**config.mk**
```make
export PLATFORM = sky130hd
export DESIGN_NAME = nested_bundle_stream_checker_core
export DESIGN_NICKNAME = d
export VERILOG_FILES = /design/src/hdl/nbsc_pkg.sv /design/src/hdl/nested_bundle_stream_checker_core.sv /design/src/hdl/nbsc_step.sv
export SDC_FILE = /design/constraint.sdc
export NUM_CORES = 1
export LEC_CHECK = 0
export ABC_AREA = 1
export BUFFER_PORTS_ARGS = -buffer_cell sky130_fd_sc_hd__buf_4
export CAP_MARGIN = 10
export CELL_PAD_IN_SITES_DETAIL_PLACEMENT = 0
export CELL_PAD_IN_SITES_GLOBAL_PLACEMENT = 1
export CORE_MARGIN = 4
export CORE_UTILIZATION = 49
export DETAILED_ROUTE_END_ITERATION = 6
export PLACE_DENSITY_LB_ADDON = 0.3
export SLEW_MARGIN = 10
export SYNTH_ARGS = -nofsm -noshare
export SYNTH_HDL_FRONTEND = slang
export SYNTH_SLANG_ARGS = --single-unit
```
**constraint.sdc**
```tcl
create_clock -name clk -period 5.6 [get_ports clk]
set_input_delay 0 -clock clk [delete_from_list [all_inputs] [get_ports clk]]
set_output_delay 0 -clock clk [all_outputs]
set_load 0.01 [all_outputs]
```
**src/hdl/nbsc_pkg.sv**
```systemverilog
// Shared types, constants and helper functions for the nested bundle stream checker.
// Used by nbsc_step and nested_bundle_stream_checker_core; depends on nothing else.
package nbsc_pkg;

	// Number of little-endian bytes in a payload length field.
	localparam int LENGTH_BYTES = 4;
	// Width of the entry counter before the 16-bit output cap.
	localparam int COUNT_BITS   = 16;

	localparam int LEN_W = 8 * LENGTH_BYTES;
	localparam int CNT_W = (COUNT_BITS >= 16) ? 16 : COUNT_BITS;

	localparam logic [CNT_W-1:0] CNT_MAX     = {CNT_W{1'b1}};
	localparam logic [31:0]      MAGIC_RESET = 32'h3142_4245;
	localparam logic [3:0]       DEPTH_RESET = 4'd4;
	localparam logic [3:0]       DEPTH_CAP   = 4'd14;
	localparam logic [3:0]       TOP_LEVEL   = 4'd1;
	localparam logic [7:0]       LEN_LAST    = 8'(LENGTH_BYTES - 1);

	localparam logic [7:0] KIND_PLAIN_LO = 8'd1;
	localparam logic [7:0] KIND_PLAIN_HI = 8'd3;
	localparam logic [7:0] KIND_OPEN     = 8'd4;
	localparam logic [7:0] KIND_CLOSE    = 8'd5;

	// Configuration register indexes.
	localparam logic CFG_MAGIC = 1'b0;
	localparam logic CFG_DEPTH = 1'b1;

	typedef enum logic [2:0] {
		PH_MAGIC,
		PH_KIND,
		PH_NLEN,
		PH_NAME,
		PH_LEN,
		PH_PAY,
		PH_IGNORE
	} phase_t;

	typedef enum logic [2:0] {
		ROLE_MAGIC,
		ROLE_KIND,
		ROLE_CLOSE,
		ROLE_NLEN,
		ROLE_NAME,
		ROLE_LEN,
		ROLE_PAY,
		ROLE_IGNORED
	} role_t;

	typedef enum logic [2:0] {
		FAULT_NONE,
		FAULT_MAGIC,
		FAULT_TRUNC,
		FAULT_KIND,
		FAULT_DEEP
	} fault_t;

	typedef struct packed {
		phase_t             phase;
		logic [1:0]         magic_pos;
		logic [23:0]        magic_acc;
		logic [3:0]         depth;
		logic [7:0]         kind;
		logic [LEN_W-1:0]   remaining;
		logic [LEN_W-1:0]   len_acc;
		logic [7:0]         field_pos;
		logic [CNT_W-1:0]   count;
		fault_t             fault;
		logic               finished;
	} parse_state_t;

	typedef struct packed {
		role_t       role;
		logic [7:0]  kind;
		logic [3:0]  level;
		logic [7:0]  name_index;
		logic        done;
		logic        verdict_valid;
		logic        good;
		fault_t      fault;
		logic [15:0] count;
	} result_t;

	// Parser state at the start of every bundle.
	function automatic parse_state_t bundle_clear();
		parse_state_t s;
		s.phase     = PH_MAGIC;
		s.magic_pos = '0;
		s.magic_acc = '0;
		s.depth     = TOP_LEVEL;
		s.kind      = '0;
		s.remaining = '0;
		s.len_acc   = '0;
		s.field_pos = '0;
		s.count     = '0;
		s.fault     = FAULT_NONE;
		s.finished  = 1'b0;
		return s;
	endfunction

endpackage

```
**src/hdl/nested_bundle_stream_checker_core.sv**
```systemverilog
// Top level of the nested bundle stream checker: input register, parser state,
// configuration registers and result register. Depends on nbsc_pkg and nbsc_step.
//
// Usage: the bundle stream enters one byte per transfer on the input channel
// (data_byte, last_byte with in_valid / in_stall). Each accepted byte yields
// exactly one result transfer on the output channel (out_valid / out_stall)
// that tells the role of the byte, the entry kind, the nesting level, the
// position inside a name or length field, entry completion and entry count,
// and on the last byte or the top-level close mark the verdict and fault.
// An accepted byte waits in the input register and is parsed when it moves
// from there into the result register, which happens once the result
// register is free. The parser update is a single step of short logic
// against the held state, so one byte is taken in every cycle unless the
// output stalls, and without stalls the throughput is one byte per cycle.
// When the receiver stalls, the result register holds its value and the
// input register fills; in_stall rises only while both are occupied and the
// output is stalled, so no byte is lost or repeated.
// Configuration writes (index 0 magic word, index 1 depth limit) are always
// ready and should be issued only while no byte is in flight.
// Reset clears both channels, returns the parser to the magic phase and
// loads the default magic word and depth limit.
module nested_bundle_stream_checker_core (
	input  logic        clk,
	input  logic        arst_n,

	input  logic        in_valid,
	output logic        in_stall,
	input  logic [7:0]  data_byte,
	input  logic        last_byte,

	output logic        out_valid,
	input  logic        out_stall,
	output logic [2:0]  byte_role,
	output logic [7:0]  entry_kind,
	output logic [3:0]  nesting_level,
	output logic [7:0]  name_index,
	output logic        entry_done,
	output logic        verdict_valid,
	output logic        bundle_good,
	output logic [2:0]  fault_code,
	output logic [15:0] entry_count,

	input  logic        cfg_valid,
	output logic        cfg_ready,
	input  logic        cfg_index,
	input  logic [31:0] cfg_data
);
	import nbsc_pkg::*;

	// Input register stage.
	logic         valid_s1;
	logic [7:0]   data_s1;
	logic         last_s1;

	// Parser state and configuration.
	parse_state_t state_q;
	parse_state_t state_next;
	logic [31:0]  magic_word_q;
	logic [3:0]   depth_limit_q;

	// Result register.
	logic         out_valid_q;
	result_t      result_q;
	result_t      result_next;

	logic         out_free;
	logic         advance;

	// The result register can take a new result when it is empty or when its
	// current result is being transferred out in this cycle.
	assign out_free = !out_valid_q || !out_stall;
	assign advance  = valid_s1 && out_free;
	assign in_stall = valid_s1 && !out_free;

	nbsc_step u_step (
		.st          (state_q),
		.data_byte   (data_s1),
		.last_byte   (last_s1),
		.magic_word  (magic_word_q),
		.depth_limit (depth_limit_q),
		.st_next     (state_next),
		.res         (result_next)
	);

	always_ff @(posedge clk or negedge arst_n) begin
		if (!arst_n) begin
			valid_s1    <= 1'b0;
			out_valid_q <= 1'b0;
			state_q     <= bundle_clear();
		end else begin
			if (!in_stall) begin
				valid_s1 <= in_valid;
			end
			if (out_free) begin
				out_valid_q <= valid_s1;
			end
			if (advance) begin
				state_q <= state_next;
			end
		end
	end

	// Payload registers carry no reset.
	always_ff @(posedge clk) begin
		if (in_valid && !in_stall) begin
			data_s1 <= data_byte;
			last_s1 <= last_byte;
		end
		if (advance) begin
			result_q <= result_next;
		end
	end

	// Configuration registers; the write channel never pushes back.
	assign cfg_ready = 1'b1;

	always_ff @(posedge clk or negedge arst_n) begin
		if (!arst_n) begin
			magic_word_q  <= MAGIC_RESET;
			depth_limit_q <= DEPTH_RESET;
		end else if (cfg_valid && cfg_ready) begin
			case (cfg_index)
				CFG_MAGIC: magic_word_q  <= cfg_data;
				CFG_DEPTH: depth_limit_q <= cfg_data[3:0];
				default:   magic_word_q  <= magic_word_q;
			endcase
		end
	end

	assign out_valid     = out_valid_q;
	assign byte_role     = result_q.role;
	assign entry_kind    = result_q.kind;
	assign nesting_level = result_q.level;
	assign name_index    = result_q.name_index;
	assign entry_done    = result_q.done;
	assign verdict_valid = result_q.verdict_valid;
	assign bundle_good   = result_q.good;
	assign fault_code    = result_q.fault;
	assign entry_count   = result_q.count;

endmodule

```
**src/hdl/nbsc_step.sv**
```systemverilog
// Next-state and per-byte result logic of the nested bundle stream checker.
// Purely combinational; depends on nbsc_pkg.
module nbsc_step (
	input  nbsc_pkg::parse_state_t st,
	input  logic [7:0]             data_byte,
	input  logic                   last_byte,
	input  logic [31:0]            magic_word,
	input  logic [3:0]             depth_limit,
	output nbsc_pkg::parse_state_t st_next,
	output nbsc_pkg::result_t      res
);
	import nbsc_pkg::*;

	// Entry head (kind, name length, name) is complete: open a list, go on
	// to the length field, or fault.
	function automatic parse_state_t head_done(parse_state_t s, logic [3:0] lim);
		parse_state_t t;
		t = s;
		if (s.kind == KIND_OPEN) begin
			if (s.depth > lim) begin
				t.fault = FAULT_DEEP;
				t.phase = PH_IGNORE;
			end else begin
				t.depth = s.depth + 4'd1;
				t.phase = PH_KIND;
			end
		end else if (s.kind inside {[KIND_PLAIN_LO:KIND_PLAIN_HI]}) begin
			t.phase     = PH_LEN;
			t.field_pos = '0;
			t.len_acc   = '0;
		end else begin
			t.fault = FAULT_KIND;
			t.phase = PH_IGNORE;
		end
		return t;
	endfunction

	function automatic logic [CNT_W-1:0] count_up(logic [CNT_W-1:0] c);
		return (c != CNT_MAX) ? c + 1'b1 : c;
	endfunction

	logic [3:0]       lim;
	logic [LEN_W-1:0] len_full;
	logic [LEN_W-1:0] rem_dec;
	parse_state_t     nx;

	assign lim      = (depth_limit > DEPTH_CAP) ? DEPTH_CAP : depth_limit;
	assign len_full = st.len_acc | (LEN_W'(data_byte) << {st.field_pos[2:0], 3'b000});
	assign rem_dec  = st.remaining - 1'b1;

	always_comb begin
		nx                = st;
		res.role          = ROLE_IGNORED;
		res.kind          = '0;
		res.name_index    = '0;
		res.done          = 1'b0;
		res.verdict_valid = 1'b0;
		res.good          = 1'b0;

		case (st.phase)
			PH_MAGIC: begin
				res.role = ROLE_MAGIC;
				if (st.magic_pos == 2'd3) begin
					nx.magic_pos = '0;
					nx.magic_acc = '0;
					if ({data_byte, st.magic_acc} != magic_word) begin
						nx.fault = FAULT_MAGIC;
						nx.phase = PH_IGNORE;
					end else begin
						nx.phase = PH_KIND;
					end
				end else begin
					nx.magic_pos = st.magic_pos + 2'd1;
					nx.magic_acc = {data_byte, st.magic_acc[23:8]};
				end
			end
			PH_KIND: begin
				nx.kind  = data_byte;
				res.kind = data_byte;
				if (data_byte == KIND_CLOSE) begin
					res.role = ROLE_CLOSE;
					if (st.depth > TOP_LEVEL) begin
						nx.depth = st.depth - 4'd1;
						nx.count = count_up(st.count);
						res.done = 1'b1;
					end else begin
						nx.finished       = 1'b1;
						nx.phase          = PH_IGNORE;
						res.verdict_valid = 1'b1;
						res.good          = 1'b1;
					end
				end else begin
					res.role = ROLE_KIND;
					nx.phase = PH_NLEN;
				end
			end
			PH_NLEN: begin
				res.role     = ROLE_NLEN;
				res.kind     = st.kind;
				nx.remaining = LEN_W'(data_byte);
				nx.field_pos = '0;
				if (data_byte == 8'd0) begin
					nx = head_done(nx, lim);
				end else begin
					nx.phase = PH_NAME;
				end
			end
			PH_NAME: begin
				res.role       = ROLE_NAME;
				res.kind       = st.kind;
				res.name_index = st.field_pos;
				nx.field_pos   = st.field_pos + 8'd1;
				nx.remaining   = rem_dec;
				if (rem_dec == '0) begin
					nx = head_done(nx, lim);
				end
			end
			PH_LEN: begin
				res.role       = ROLE_LEN;
				res.kind       = st.kind;
				res.name_index = st.field_pos;
				nx.len_acc     = len_full;
				nx.field_pos   = st.field_pos + 8'd1;
				if (st.field_pos == LEN_LAST) begin
					nx.remaining = len_full;
					if (len_full == '0) begin
						nx.count = count_up(st.count);
						res.done = 1'b1;
						nx.phase = PH_KIND;
					end else begin
						nx.phase = PH_PAY;
					end
				end
			end
			PH_PAY: begin
				res.role     = ROLE_PAY;
				res.kind     = st.kind;
				nx.remaining = rem_dec;
				if (rem_dec == '0) begin
					nx.count = count_up(st.count);
					res.done = 1'b1;
					nx.phase = PH_KIND;
				end
			end
			default: begin
				res.role = ROLE_IGNORED;
			end
		endcase

		// The last byte always carries a verdict; an unfinished bundle is
		// reported as its earlier fault, or else as short magic or truncated.
		if (last_byte) begin
			res.verdict_valid = 1'b1;
			if (nx.finished) begin
				res.good = 1'b1;
			end else if (nx.fault == FAULT_NONE) begin
				if (nx.phase == PH_KIND && nx.depth == TOP_LEVEL) begin
					res.good = 1'b1;
				end else begin
					nx.fault = (nx.phase == PH_MAGIC) ? FAULT_MAGIC : FAULT_TRUNC;
				end
			end
			if (nx.fault != FAULT_NONE) begin
				res.good = 1'b0;
			end
		end

		res.level = nx.depth;
		res.fault = nx.fault;
		res.count = 16'(nx.count);

		st_next = last_byte ? bundle_clear() : nx;
	end

endmodule
```
==> flow_metrics.tcl <==
set metrics [dict create \
    status "complete, no violations" \
    cts-root-buf "clkbuf_16" \
    worstPathArrival_ns 4.53 \
    grt_max_degree 94 \
    max_slew.worst_pin.slew_ns 1.03 \
    seq_power_share_pct 30.8 \
    nets 1786 \
    drt-initial-drc-count 1140 \
    yosys-top-cells-area "dfrtp_1 (31%), edfxtp_1 (13%), nand2_1 (9.5%), inv_1 (6.4%), nor2_1 (5.2%)" \
    crit_chain "nor2_1 > inv_1 > nor2_2 > buf_4 > inv_1 > nand2_1 > clkinv_1 > a31oi_2 > o211a_2 > buf_4 > nand4_2 > o21ai_2" \
    cp_data_required_time_ns 6.06 \
    synth_mux_area_share_pct 2.17 \
    synthSimpleGateAreaFrac_pct 24.7 \
    synth-seq-area-share_pct 45.9 \
    die_w_um 170 \
    post_cts_resized 0 \
    dp_slack_ns 1.61 \
    tns_ns 0 \
    routabilityCongestion 0.924 \
    gr-usage-all-layers_pct 25.6 \
    synth_nets 1658 \
    drv_cap 0 \
    drc_errors 0 \
    min_path_type "in2async" \
    cp_slowest_stage_delay_ns 0.96 \
    synth_most_common_cell "nand2_1" \
    first_global_vias 11200 \
    die_area_mm2 0.0290 \
    post_cts_buffers 0 \
    cts_hold_buf 50 \
    coreArea_mm2 0.0260 \
    antenna_found_initial 0 \
    relSlewSlack_pct 31.6 \
    critPathLaunchType "register" \
    criticalPathCategory "reg2reg" \
    synth_top_family_by_area "simple AND/OR/NAND/NOR gates" \
    clk_pin_slew_ns 0.06 \
    routedWlPerCell_um 17.8 \
    synthToLayoutAreaGrowth_pct 18.8 \
    combinationalPowerShare_pct 41.5 \
    hold_viol 0 \
    pwr-share-clk_pct 27.8 \
    ys_top_cells_by_count "nand2_1 (325), inv_1 (219), nor2_1 (179)" \
    cp-end-kind "register" \
    min_period_ns 4.08 \
    cts_buffers 26 \
    drive_gt1_share_pct 15.7 \
    worst_clock_skew_ns 0.0219 \
    leakage_nw 7.00 \
    ant_nets 0 \
    rsz0062_at_grt "false" \
    synth-seq-cells 225 \
    synth_compound_area_share_pct 14.6 \
    finalSetupViolCount 0 \
    power_density_mw_per_mm2 456 \
    grt_overflow 0 \
    start_util_pct 49.6 \
    finalMaxSlewViolations 0 \
    place.port_buffers 93 \
    ir_drop_mv 0.345 \
    clockBufferDepth 3 \
    ioPinCount 95 \
    routed_wl_um 37100 \
    yosys_warnings 0 \
    n_fill_cell 2361 \
    grt_pass1_wl_um 60200 \
    synthArstFlopShare_pct 76.0 \
    antenna_cells 0 \
    yosys_most_used_dff "dfrtp_1" \
    netSwitchingPower_w 0.00290 \
    cp_max_fo 44 \
    clkSinkCount 225 \
    clock.fmax_ghz 0.245 \
    syn_area_mm2 0.0129 \
    synth_xor_area_share_pct 2.51 \
    viasPerCell 5.52 \
    hpwl_um 25900 \
    synth_edf_count 54 \
    setup_slack_ns 1.52 \
    cts_tree "built" \
    r2r_setup_slack_ns 1.52 \
    synth_adder_area_share_pct 1.16 \
    synthCells 1599 \
    num_vias 11500 \
    avgSynthCellArea_um2 8.07 \
    yosysUniqueCellTypes 61 \
    first_pass_iters 6 \
    timing.final.crit_share_pct 72.8 \
    cp_slowest_cell "o211a_2" \
    clock_latency_ns 0.56 \
    rows 59 \
    synth_top_cell_by_area "dfrtp_1" \
    chipHeight_um 170 \
    synth_top_area_share_pct 30.8 \
    cts-htree-levels 1 \
    swShare_pct 41.5 \
    p_int_w 0.00409 \
]
[metal layers]
metal	wire length, µm	share of wire (%)	up-vias	global-route usage, %
met5	0	0	-	0
met1	16900	46	5463	36.9
met3	2280	6.1	68	3.58
met2	17100	46	397	41.3
met4	884	2.4	0	6.32
li1	-	-	5574	-
[cells by family after synthesis]
group / Yosys count
adder cells (fa/ha/maj): 12
flip-flops: 225
AND/OR/NAND/NOR: 701
AO/OA/AOI/OAI: 315
XOR/XNOR: 37
multiplexers: 25
buffers and inverters: 283
other: 1
[metrics by stage]
stage | cells | util (%) | cell area, µm² | hold slack, ns | power [W]
after floorplan | 1599 | - | 12900 | -0.296 | 0.00429
after global placement | 1984 | 53.2 | 13800 | 0.179 | 0.00497
after detailed placement | 1984 | 53.2 | 13800 | 0.176 | 0.00501
after CTS | 2082 | 59.0 | 15300 | 0.136 | 0.00700
after global routing | 2082 | 59.0 | 15300 | 0.175 | 0.00746
final | 2082 | 59.0 | 15300 | 0.113 | 0.00699
[final cells by class]
type	count	area, µm²	share of cell area (%)
Inverter	227	852	5.56
Tap cell	335	419	2.74
Sequential cell	225	5920	38.6
Timing Repair Buffer	156	1300	8.48
Multi-Input combinational cell	1091	5840	38.1
Clock inverter	17	277	1.80
Clock buffer	31	722	4.71
[power by group through the flow]
stage	clock (W)	sequential, W	combinational [W]
final	0.00194	0.00215	0.00290
after global routing	0.00204	0.00218	0.00324
after CTS	0.00197	0.00215	0.00288
after detailed placement	0	0.00218	0.00284
after global placement	0	0.00217	0.00280
after floorplan	0	0.00214	0.00214
[layout by cell type (no fill, tap or decap), types with 34 or more instances in the layout]
cell type	synthesis	final
dlygate4sd3_1	0	50
inv_1	219	219
dfrtp_1	159	159
buf_4	5	105
o21ai_1	34	34
o21ai_0	110	110
nand4_1	46	46
nor2_1	179	177
edfxtp_1	54	54
a21oi_1	46	45
nand3_1	72	72
nand2_1	325	325
o22ai_1	55	55
[critical path: cells and delay by family (launching register included)]
family,cells,cell delay [ns]
compound gates,3,1.51
buf+inv,5,1.42
simple gates,4,0.59
flops,1,0.44
[flip-flops by register name, summed over array words and instances (netlist names), 3 cells and up]
register       count
entry_count       16
magic_word_q      32
byte_role          3
data_s1            8
state_q          133
depth_limit_q      4
name_index         8
fault_code         3
entry_kind         8
nesting_level      4
[worst paths after layout]
path	startpoint	end	cells after the start
setup / recovery	state_q[131]	state_q[54]	12
hold / removal	arst_n	state_q[78]	2
setup reg to reg	state_q[131]	state_q[54]	12
hold reg to reg	magic_word_q[28]	magic_word_q[28]	2
max in group asynchronous	arst_n	state_q[32]	3
min in group clk	last_byte	last_s1	2
Power figures use the tool's default switching activity.
